<file path="config.mk">
export PLATFORM = sky130hd
export DESIGN_NAME = color_blob_centroid
export DESIGN_NICKNAME = d
export VERILOG_FILES = /design/src/rtl/core/cfbc_pkg.sv /design/src/rtl/core/cfbc_front.sv /design/src/rtl/core/cfbc_fifo.sv /design/src/rtl/core/cfbc_div.sv /design/src/rtl/core/cfbc_back.sv /design/src/rtl/core/color_blob_centroid.sv
export SDC_FILE = /design/constraint.sdc
export NUM_CORES = 2
export LEC_CHECK = 0
export BUFFER_PORTS_ARGS = -buffer_cell sky130_fd_sc_hd__buf_2
export CAP_MARGIN = 25
export CELL_PAD_IN_SITES_DETAIL_PLACEMENT = 0
export CELL_PAD_IN_SITES_GLOBAL_PLACEMENT = 1
export CORE_MARGIN = 2
export CORE_UTILIZATION = 49
export DETAILED_ROUTE_END_ITERATION = 16
export GPL_ROUTABILITY_DRIVEN = 0
export PLACE_DENSITY = 0.81
export SLEW_MARGIN = 20
export SYNTH_ARGS = -nofsm -noshare
export SYNTH_HDL_FRONTEND = slang
export SYNTH_HIERARCHICAL = 1
export SYNTH_SLANG_ARGS = --single-unit
</file>
<file path="constraint.sdc">
create_clock -name clk -period 9.2 [get_ports clk]
set_input_delay 1.84 -clock clk [delete_from_list [all_inputs] [get_ports clk]]
set_output_delay 1.84 -clock clk [all_outputs]
set_load 0.05 [all_outputs]
</file>
<file path="src/rtl/core/cfbc_pkg.sv">
// Shared types, constants and helpers for the color blob centroid block.
package cfbc_pkg;

  localparam int unsigned MaxWidth  = 2048;
  localparam int unsigned MaxHeight = 2048;
  localparam int unsigned QDepth    = 4;

  localparam int unsigned CoordW = 11;
  localparam int unsigned SumW   = 33;
  localparam int unsigned CntW   = 23;
  localparam int unsigned BndW   = 24;
  localparam int unsigned DivSteps = CoordW;
  localparam int unsigned DivStepW = $clog2(DivSteps);

  localparam logic [CntW-1:0] CntMax = {CntW{1'b1}};

  localparam logic [BndW-1:0] YellowRst = 24'hC8C864;
  localparam logic [BndW-1:0] BlueRst   = 24'h3C648C;
  localparam logic [BndW-1:0] GreenRst  = 24'hA09682;

  localparam logic [1:0] RegYellow = 2'd0;
  localparam logic [1:0] RegBlue   = 2'd1;
  localparam logic [1:0] RegGreen  = 2'd2;

  localparam logic [1:0] ColYellow = 2'd0;
  localparam logic [1:0] ColBlue   = 2'd1;
  localparam logic [1:0] ColGreen  = 2'd2;
  localparam logic [1:0] ColNone   = 2'd3;

  typedef struct packed {
    logic [1:0]        color;
    logic [CoordW-1:0] col;
    logic [CoordW-1:0] row;
    logic              last;
  } q_entry_t;

  function automatic logic [SumW-1:0] sat_add(logic [SumW-1:0] s, logic [CoordW-1:0] v);
    logic [SumW:0] t;
    t = {1'b0, s} + (SumW+1)'(v);
    return t[SumW] ? {SumW{1'b1}} : t[SumW-1:0];
  endfunction

endpackage

</file>
<file path="src/rtl/core/cfbc_front.sv">
// Front end: threshold registers, pixel request intake and color classification.
module cfbc_front (
  input  logic                        clk,
  input  logic                        rst_n,
  input  logic                        cfg_wr_en,
  input  logic [1:0]                  cfg_index,
  input  logic [cfbc_pkg::BndW-1:0]   cfg_wdata,
  input  logic                        in_valid,
  output logic                        in_stall,
  input  logic [7:0]                  in_pix_blue,
  input  logic [7:0]                  in_pix_green,
  input  logic [7:0]                  in_pix_red,
  input  logic [cfbc_pkg::CoordW-1:0] in_col,
  input  logic [cfbc_pkg::CoordW-1:0] in_row,
  input  logic                        in_last_pixel,
  input  logic                        q_full,
  output logic                        q_push,
  output cfbc_pkg::q_entry_t          q_wdata
);

  logic [cfbc_pkg::BndW-1:0] ylw_r, blu_r, grn_r;
  logic hit_y, hit_b, hit_g, in_frame;

  always_ff @(posedge clk) begin
    if (!rst_n) begin
      ylw_r <= cfbc_pkg::YellowRst;
      blu_r <= cfbc_pkg::BlueRst;
      grn_r <= cfbc_pkg::GreenRst;
    end else if (cfg_wr_en) begin
      case (cfg_index)
        cfbc_pkg::RegYellow: ylw_r <= cfg_wdata;
        cfbc_pkg::RegBlue:   blu_r <= cfg_wdata;
        cfbc_pkg::RegGreen:  grn_r <= cfg_wdata;
        default: ;
      endcase
    end
  end

  assign hit_y = (in_pix_red >= ylw_r[23:16]) && (in_pix_green > ylw_r[15:8]) &&
                 (in_pix_blue < ylw_r[7:0]);
  assign hit_b = (in_pix_red < blu_r[23:16]) && (in_pix_green < blu_r[15:8]) &&
                 (in_pix_blue >= blu_r[7:0]);
  assign hit_g = (in_pix_red < grn_r[23:16]) && (in_pix_green >= grn_r[15:8]) &&
                 (in_pix_blue < grn_r[7:0]);
  assign in_frame = (32'(in_col) < cfbc_pkg::MaxWidth) && (32'(in_row) < cfbc_pkg::MaxHeight);

  assign in_stall = q_full;
  assign q_push   = in_valid && !q_full;

  always_comb begin
    q_wdata.col  = in_col;
    q_wdata.row  = in_row;
    q_wdata.last = in_last_pixel;
    if (!in_frame)  q_wdata.color = cfbc_pkg::ColNone;
    else if (hit_y) q_wdata.color = cfbc_pkg::ColYellow;
    else if (hit_b) q_wdata.color = cfbc_pkg::ColBlue;
    else if (hit_g) q_wdata.color = cfbc_pkg::ColGreen;
    else            q_wdata.color = cfbc_pkg::ColNone;
  end

endmodule

</file>
<file path="src/rtl/core/cfbc_fifo.sv">
// Short queue of classified pixels between front end and accumulator.
module cfbc_fifo #(
  parameter int unsigned DEPTH = cfbc_pkg::QDepth
) (
  input  logic                         clk,
  input  logic                         rst_n,
  input  logic                         push,
  input  cfbc_pkg::q_entry_t           wdata,
  input  logic                         pop,
  output cfbc_pkg::q_entry_t           rdata,
  output logic                         not_empty,
  output logic                         full,
  output logic [$clog2(DEPTH+1)-1:0]   level
);

  localparam int unsigned AW = $clog2(DEPTH);
  localparam int unsigned LW = $clog2(DEPTH+1);

  cfbc_pkg::q_entry_t mem [DEPTH];
  logic [AW-1:0] wr_ptr_r, rd_ptr_r;
  logic [LW-1:0] level_r;

  always_ff @(posedge clk) begin
    if (push) mem[wr_ptr_r] <= wdata;
  end

  always_ff @(posedge clk) begin
    if (!rst_n) begin
      wr_ptr_r <= '0;
      rd_ptr_r <= '0;
      level_r  <= '0;
    end else begin
      if (push) wr_ptr_r <= (wr_ptr_r == AW'(DEPTH-1)) ? '0 : wr_ptr_r + 1'b1;
      if (pop)  rd_ptr_r <= (rd_ptr_r == AW'(DEPTH-1)) ? '0 : rd_ptr_r + 1'b1;
      if (push && !pop)      level_r <= level_r + 1'b1;
      else if (pop && !push) level_r <= level_r - 1'b1;
    end
  end

  assign rdata     = mem[rd_ptr_r];
  assign not_empty = (level_r != '0);
  assign full      = (level_r == LW'(DEPTH));
  assign level     = level_r;

endmodule

</file>
<file path="src/rtl/core/cfbc_div.sv">
// Bit-serial divider: two sums over one count, one quotient bit per cycle.
module cfbc_div (
  input  logic                        clk,
  input  logic                        rst_n,
  input  logic                        start,
  input  logic [cfbc_pkg::SumW-1:0]   num_a,
  input  logic [cfbc_pkg::SumW-1:0]   num_b,
  input  logic [cfbc_pkg::CntW-1:0]   den,
  output logic                        busy,
  output logic                        done,
  output logic [cfbc_pkg::CoordW-1:0] quo_a,
  output logic [cfbc_pkg::CoordW-1:0] quo_b
);

  localparam int unsigned RW = cfbc_pkg::SumW + 1;
  localparam int unsigned QW = cfbc_pkg::CoordW;

  logic          busy_r, done_r;
  logic [cfbc_pkg::DivStepW-1:0] step_r;
  logic [RW-1:0] rem_a_r, rem_b_r, dsh_r;
  logic [QW-1:0] qa_r, qb_r;
  logic          ge_a, ge_b;

  assign ge_a = (rem_a_r >= dsh_r);
  assign ge_b = (rem_b_r >= dsh_r);

  always_ff @(posedge clk) begin
    if (!rst_n) begin
      busy_r <= 1'b0;
      done_r <= 1'b0;
      step_r <= '0;
    end else begin
      done_r <= 1'b0;
      if (start) begin
        busy_r <= 1'b1;
        step_r <= cfbc_pkg::DivStepW'(cfbc_pkg::DivSteps - 1);
      end else if (busy_r) begin
        step_r <= step_r - 1'b1;
        if (step_r == '0) begin
          busy_r <= 1'b0;
          done_r <= 1'b1;
        end
      end
    end
  end

  always_ff @(posedge clk) begin
    if (start) begin
      rem_a_r <= RW'(num_a);
      rem_b_r <= RW'(num_b);
      dsh_r   <= RW'(den) << (QW - 1);
      qa_r    <= '0;
      qb_r    <= '0;
    end else if (busy_r) begin
      if (ge_a) rem_a_r <= rem_a_r - dsh_r;
      if (ge_b) rem_b_r <= rem_b_r - dsh_r;
      qa_r  <= {qa_r[QW-2:0], ge_a};
      qb_r  <= {qb_r[QW-2:0], ge_b};
      dsh_r <= dsh_r >> 1;
    end
  end

  assign busy  = busy_r;
  assign done  = done_r;
  assign quo_a = qa_r;
  assign quo_b = qb_r;

endmodule

</file>
<file path="src/rtl/core/cfbc_back.sv">
// Back end: per-color sums and counts, end-of-frame selection and result register.
module cfbc_back (
  input  logic                        clk,
  input  logic                        rst_n,
  input  logic                        q_not_empty,
  input  cfbc_pkg::q_entry_t          q_rdata,
  output logic                        q_pop,
  output logic                        out_valid,
  input  logic                        out_stall,
  output logic                        out_found,
  output logic [1:0]                  out_color,
  output logic [cfbc_pkg::CoordW-1:0] out_center_x,
  output logic [cfbc_pkg::CoordW-1:0] out_center_y
);

  localparam int unsigned SW = cfbc_pkg::SumW;
  localparam int unsigned CW = cfbc_pkg::CntW;

  logic [SW-1:0] sum_col_r [3];
  logic [SW-1:0] sum_row_r [3];
  logic [CW-1:0] cnt_r     [3];
  logic [SW-1:0] sum_col_nxt [3];
  logic [SW-1:0] sum_row_nxt [3];
  logic [CW-1:0] cnt_nxt     [3];

  logic          fin_r;
  logic          out_valid_r, out_found_r;
  logic [1:0]    out_color_r, sel_color_r;
  logic [cfbc_pkg::CoordW-1:0] out_cx_r, out_cy_r;

  logic          found_c;
  logic [1:0]    sel_c;
  logic [SW-1:0] div_na, div_nb;
  logic [CW-1:0] div_den;
  logic          div_start, div_busy, div_done;
  logic [cfbc_pkg::CoordW-1:0] quo_a, quo_b;

  // a frame end waits until no request is in flight or held in the output register
  assign q_pop = q_not_empty && !fin_r &&
                 !(q_rdata.last && (div_busy || div_done || out_valid_r));

  always_comb begin
    for (int k = 0; k < 3; k++) begin
      sum_col_nxt[k] = sum_col_r[k];
      sum_row_nxt[k] = sum_row_r[k];
      cnt_nxt[k]     = cnt_r[k];
      if (fin_r) begin
        sum_col_nxt[k] = '0;
        sum_row_nxt[k] = '0;
        cnt_nxt[k]     = '0;
      end else if (q_pop && q_rdata.color == 2'(k) && cnt_r[k] != cfbc_pkg::CntMax) begin
        sum_col_nxt[k] = cfbc_pkg::sat_add(sum_col_r[k], q_rdata.col);
        sum_row_nxt[k] = cfbc_pkg::sat_add(sum_row_r[k], q_rdata.row);
        cnt_nxt[k]     = cnt_r[k] + 1'b1;
      end
    end
  end

  always_comb begin
    found_c = 1'b1;
    if (cnt_r[0] != '0)      sel_c = cfbc_pkg::ColYellow;
    else if (cnt_r[1] != '0) sel_c = cfbc_pkg::ColBlue;
    else if (cnt_r[2] != '0) sel_c = cfbc_pkg::ColGreen;
    else begin
      sel_c   = cfbc_pkg::ColNone;
      found_c = 1'b0;
    end
    case (sel_c)
      cfbc_pkg::ColYellow: begin
        div_na = sum_col_r[0]; div_nb = sum_row_r[0]; div_den = cnt_r[0];
      end
      cfbc_pkg::ColBlue: begin
        div_na = sum_col_r[1]; div_nb = sum_row_r[1]; div_den = cnt_r[1];
      end
      cfbc_pkg::ColGreen: begin
        div_na = sum_col_r[2]; div_nb = sum_row_r[2]; div_den = cnt_r[2];
      end
      default: begin
        div_na = '0; div_nb = '0; div_den = '0;
      end
    endcase
  end

  assign div_start = fin_r && found_c;

  cfbc_div u_div (
    .clk   (clk),
    .rst_n (rst_n),
    .start (div_start),
    .num_a (div_na),
    .num_b (div_nb),
    .den   (div_den),
    .busy  (div_busy),
    .done  (div_done),
    .quo_a (quo_a),
    .quo_b (quo_b)
  );

  always_ff @(posedge clk) begin
    if (!rst_n) begin
      for (int k = 0; k < 3; k++) begin
        sum_col_r[k] <= '0;
        sum_row_r[k] <= '0;
        cnt_r[k]     <= '0;
      end
      fin_r       <= 1'b0;
      out_valid_r <= 1'b0;
    end else begin
      for (int k = 0; k < 3; k++) begin
        sum_col_r[k] <= sum_col_nxt[k];
        sum_row_r[k] <= sum_row_nxt[k];
        cnt_r[k]     <= cnt_nxt[k];
      end
      fin_r <= q_pop && q_rdata.last;
      if (out_valid_r && !out_stall) out_valid_r <= 1'b0;
      if ((fin_r && !found_c) || div_done) out_valid_r <= 1'b1;
    end
  end

  always_ff @(posedge clk) begin
    if (div_start) sel_color_r <= sel_c;
    if (fin_r && !found_c) begin
      out_found_r <= 1'b0;
      out_color_r <= '0;
      out_cx_r    <= '0;
      out_cy_r    <= '0;
    end else if (div_done) begin
      out_found_r <= 1'b1;
      out_color_r <= sel_color_r;
      out_cx_r    <= quo_a;
      out_cy_r    <= quo_b;
    end
  end

  assign out_valid    = out_valid_r;
  assign out_found    = out_found_r;
  assign out_color    = out_color_r;
  assign out_center_x = out_cx_r;
  assign out_center_y = out_cy_r;

endmodule

</file>
<file path="src/rtl/core/color_blob_centroid.sv">
// Top level: pixel stream in, one centroid request per frame out.
// Throughput: one pixel per cycle while the queue is not full; pixels queue behind a held last pixel.
// Path of a last pixel to its request: queue, accumulate, selection cycle, bit-serial divide,
//   output register; if nothing matched, the divide is skipped.
// A later last pixel waits in the queue until the divider is idle and the request has left.
// Reset (rst_n low, synchronous): thresholds to defaults, sums, counts and queue cleared.
module color_blob_centroid #(
  parameter int unsigned Q_DEPTH = cfbc_pkg::QDepth
) (
  input  logic                        clk,
  input  logic                        rst_n,
  input  logic                        cfg_wr_en,
  input  logic [1:0]                  cfg_index,
  input  logic [cfbc_pkg::BndW-1:0]   cfg_wdata,
  input  logic                        in_valid,
  output logic                        in_stall,
  input  logic [7:0]                  in_pix_blue,
  input  logic [7:0]                  in_pix_green,
  input  logic [7:0]                  in_pix_red,
  input  logic [cfbc_pkg::CoordW-1:0] in_col,
  input  logic [cfbc_pkg::CoordW-1:0] in_row,
  input  logic                        in_last_pixel,
  output logic                        out_valid,
  input  logic                        out_stall,
  output logic                        out_found,
  output logic [1:0]                  out_color,
  output logic [cfbc_pkg::CoordW-1:0] out_center_x,
  output logic [cfbc_pkg::CoordW-1:0] out_center_y
);

  cfbc_pkg::q_entry_t q_wdata, q_rdata;
  logic q_push, q_pop, q_full, q_not_empty;
  logic [$clog2(Q_DEPTH+1)-1:0] q_level;

  cfbc_front u_front (
    .clk           (clk),
    .rst_n         (rst_n),
    .cfg_wr_en     (cfg_wr_en),
    .cfg_index     (cfg_index),
    .cfg_wdata     (cfg_wdata),
    .in_valid      (in_valid),
    .in_stall      (in_stall),
    .in_pix_blue   (in_pix_blue),
    .in_pix_green  (in_pix_green),
    .in_pix_red    (in_pix_red),
    .in_col        (in_col),
    .in_row        (in_row),
    .in_last_pixel (in_last_pixel),
    .q_full        (q_full),
    .q_push        (q_push),
    .q_wdata       (q_wdata)
  );

  cfbc_fifo #(
    .DEPTH (Q_DEPTH)
  ) u_fifo (
    .clk       (clk),
    .rst_n     (rst_n),
    .push      (q_push),
    .wdata     (q_wdata),
    .pop       (q_pop),
    .rdata     (q_rdata),
    .not_empty (q_not_empty),
    .full      (q_full),
    .level     (q_level)
  );

  cfbc_back u_back (
    .clk          (clk),
    .rst_n        (rst_n),
    .q_not_empty  (q_not_empty),
    .q_rdata      (q_rdata),
    .q_pop        (q_pop),
    .out_valid    (out_valid),
    .out_stall    (out_stall),
    .out_found    (out_found),
    .out_color    (out_color),
    .out_center_x (out_center_x),
    .out_center_y (out_center_y)
  );

`ifndef NO_ASSERTIONS
  a_empty_result_zero: assert property (@(posedge clk) disable iff (!rst_n)
    (out_valid && !out_found) |->
      (out_color == '0 && out_center_x == '0 && out_center_y == '0))
    else $error("empty frame request carries nonzero fields");

  a_level_bound: assert property (@(posedge clk) disable iff (!rst_n)
    32'(q_level) <= Q_DEPTH)
    else $error("queue level beyond depth");

  a_push_lands: assert property (@(posedge clk) disable iff (!rst_n)
    (in_valid && !in_stall && q_level == '0) |=> (q_level != '0))
    else $error("accepted pixel lost before queue");

  a_no_pop_empty: assert property (@(posedge clk) disable iff (!rst_n)
    q_pop |-> q_not_empty)
    else $error("pop from empty queue");
`endif

endmodule
</file>
==> key figures <==
CTS
  – Post-CTS Setup Bufs: 0
  – Total CTS buffers: 71
  – Clock-pin slew on the worst setup and hold paths: 0.06 ns
  – Post-cts gate resize count: 0
  – Worst-skew pair later-pin latency: 0.62 ns
  – Root Driver: clkbuf_16
  – CTS max path bufs: 3
  – Sink Count: 606
  – H-tree depth: 3
  – CTS Hold Bufs: 0
  – TritonCTS clock tree: built

Timing
  – Endpoints failing hold: 0
  – Fin. max-slew vios: 0
  – Max_slew headroom: 22.63%
  – Fmax: 213.0 MHz
  – Endpoints failing setup: 0
  – Setup tns final: 0 ns
  – Tmin final: 4.695 ns
  – Worst-margin pin slew: 1.146 ns
  – WHS: 0.4549 ns
  – Setup repair after global routing missed its margin: no
  – Final period utilization: 51.03%
  – Worst clock skew: 0.02399 ns

Setup path
  – Reg2reg end: u_back/sum_col_r[0][57]
  – Crit end category: register
  – Worst Path Required: 9.66 ns
  – WS Path Type: register to register
  – Reg2reg setup slack: 4.51 ns
  – Critical path arrival: 5.15 ns
  – Reg2Reg Depth: 11
  – Setup crit start kind: register
  – CP Max Fanout: 22

Layout
  – Layout Nets: 4,147
  – Final Util: 54.36%
  – Area Overhead vs Synth: 9.747%
  – Share of layout cells above drive strength 1: 9.016%

Placed design
  – IO Port Bufs: 104
  – Hpwl dp: 64,820 um

Global route
  – Grt ovf: 0
  – Vias in the first global route: 26,500
  – Largest net degree at the start of global routing: 149
  – Global-route wire length before repair: 146,400 um
  – Antenna violations before repair: 2
  – Total track usage: 24.60%

Floorplanning
  – Die width: 270.1 um
  – Core Region: 70,030 um^2
  – I/O pin cnt: 105
  – Initial Util: 49.53%
  – Row count: 97
  – Die Y-Extent: 270.1 um
  – Die area: 72,940 um^2

Worst hold path
  – Hold Path Class: register to register
  – Hold Crit Endpoint: u_front/blu_r[22]
  – WHS Path Cells: 2
  – Hold Crit Start: u_front/blu_r[22]

Synthesis
  – Yosys warning count: 6
  – Synth Area in Adders: 8.167%
  – Largest family of logic cells by synthesized area: compound AO/OA/AOI/OAI gates
  – Syn_area_per_cell: 8.982 um^2
  – Post-Synth Simple-Gate Area: 18.32%
  – #FFs+latches synth: 606
  – Post-synth EDFFs: 191
  – Post-Synth XOR/XNOR Area: 5.504%
  – Post-synthesis compound-gate area fraction: 19.07%
  – Asr flop ratio synth: 0%
  – Cell count after synthesis: 3,862
  – Seq/Total Area, Yosys: 40.49%
  – Cell Area, Synth: 34,690 um^2
  – Syn nets: 4,161
  – Synth cell types: 103
  – Mux cell area share after synthesis: 3.852%
  – Main synth FF type: dfxtp_1

Pwr
  – PD cells: 243.6 nW/um^2
  – P_leak: 14.48 nW
  – Max rail drop VDD: 185.9 uV
  – Overall power: 9.274 mW

Routing
  – DRC violations left: 0
  – Average wire per standard cell: 18.93 um
  – WL final: 91,710 um
  – Vias: 28,290
  – DRT iter0 DRCs: 2,336
  – Post-route ant nets: 0
  – DR vias/cell: 5.840
  – First-pass detailed-route iteration total: 5

Run status
  – Status: finished, final reports clean

Run
  – Maxcap violations: 0
-- flip-flops by register name, indices dropped and copies added (netlist names), 2 cells and up, named ones only --
register / count
u_back/cnt_r: 69
u_back/out_center_x: 11
u_back/out_center_y: 11
u_back/out_color: 2
u_back/sel_color_r: 2
u_back/sum_col_r: 99
u_back/sum_row_r: 99
u_back/u_div/dsh_r: 33
u_back/u_div/quo_a: 11
u_back/u_div/quo_b: 11
u_back/u_div/rem_a_r: 34
u_back/u_div/rem_b_r: 34
u_back/u_div/step_r: 4
u_fifo/level: 3
u_fifo/mem: 100
u_fifo/rd_ptr_r: 2
u_fifo/wr_ptr_r: 2
u_front/blu_r: 24
u_front/grn_r: 24
u_front/ylw_r: 24
-- how the worst max path moves through the flow --
stage	endpoint	slack, ns	cells past startpoint	startpoint
detailed placement	u_back/sum_row_r[0][65]	4.36	6	rst_n
CTS	u_back/sum_col_r[0][57]	4.43	11	register
floorplan	u_fifo/mem[0][23]	5.49	8	in_pix_blue[0]
global route	u_back/sum_col_r[0][63]	4.02	11	register
finish	u_back/sum_col_r[0][57]	4.51	11	register
global placement	u_back/sum_row_r[0][61]	4.37	6	rst_n
-- synthesized netlist by cell type, drive strengths merged (8+ instances only) --
cell	instances	share of area [%]
or2	18	0.33
inv	148	1.6
a21boi	54	1.2
mux4	25	1.7
nand3	96	1.4
ha	212	7.6
o31ai	16	0.35
nand4	68	1.2
dfxtp	415	24
and3	44	0.79
o221a	17	0.55
a2111oi	8	0.26
clkbuf	157	1.7
nor2b	28	0.51
edfxtp	191	17
nand2	445	4.8
a31oi	65	1.2
fa	9	0.52
a21o	60	1.3
or3	24	0.43
a311oi	12	0.30
o21bai	41	0.89
a21oi	278	4.1
mux2i	72	2.1
xor2	123	3.1
nor4	46	0.95
xnor2	95	2.4
nor4b	9	0.25
and2	33	0.60
nor3b	10	0.25
a221oi	71	1.8
a41oi	9	0.23
and4	31	0.78
o21a	21	0.45
or4	11	0.25
nand2b	19	0.34
nor2	373	4.1
a211oi	29	0.63
buf	72	1.3
o31a	8	0.20
o21ai	220	3.2
o211ai	39	0.87
nor3	66	0.95
-- cell usage in the layout, fill, tap and decap left out, types with 41 or more instances in the layout --
cell type	instances
nand2_1	445
dfxtp_1	412
nor2_1	370
a21oi_1	274
ha_1	212
o21ai_0	202
edfxtp_1	191
inv_1	147
xor2_1	123
buf_2	105
xnor2_1	95
nand3_1	94
clkbuf_16	72
mux2i_1	72
a221oi_1	70
nand4_1	68
nor3_1	66
a31oi_1	64
a21o_1	59
a21boi_0	51
and3_1	43
o21bai_1	41
-- stage by stage --
stage	setup WS (ns)	std cells	area (um^2)
after global placement	4.369	4712	35720
after global routing	4.017	4845	38070
after floorplan	5.485	3862	34690
after detailed placement	4.356	4715	35760
final	4.505	4845	38070
after CTS	4.432	4844	38060
-- routing by layer --
layer | routed length (um) | up-vias | GRT usage [%] | share of wire (%)
met5 | 11 | - | 0 | 0.012
met4 | 2386 | 2 | 7.003 | 2.6
met3 | 4550 | 140 | 3.538 | 5.0
met2 | 41140 | 655 | 38.54 | 45
met1 | 43620 | 13460 | 35.30 | 48
li1 | - | 14040 | - | -
-- cell families after synthesis --
logic type | Yosys count
DFF | 606
adders and majority gates | 221
buffers and inverters | 377
xor gates and xnor gates | 218
and+or+nand+nor | 1334
muxes | 100
AOI/OAI and AO/OA | 1006
-- report_power, final --
part,leakage [nW],internal [mW],switching (mW),total [mW]
logic,8.25,1.20,2.06,3.26
clock network,1.13,1.63,1.17,2.80
registers,5.10,3.05,0.159,3.21
total,14.5,5.88,3.39,9.27
-- layout make-up --
| type | count | area (um^2) |
|---|---|---|
| multi-input cells | 2879 | 19140 |
| clock buffers | 102 | 2026 |
| flip-flops and latches | 606 | 14050 |
| clock inverters | 27 | 282.8 |
| inverters | 148 | 555.5 |
| fillers | 6392 | 31960 |
| repair buffers | 142 | 830.8 |
| well taps | 940 | 1176 |
| diodes | 1 | 2.502 |
-- worst max-delay path, stage by stage (launching register included) --
cell and delay (ns):
dfxtp_2 0.38, buf_4 0.39, mux4_2 0.60, ha_1 0.25, fa_1 0.42, a211o_1 0.34, a2111oi_0 0.63, o311ai_0 0.44
a21oi_2 0.59, nand4b_1 0.20, xor2_1 0.16, a21oi_1 0.09
Power figures use the tool's default switching activity.
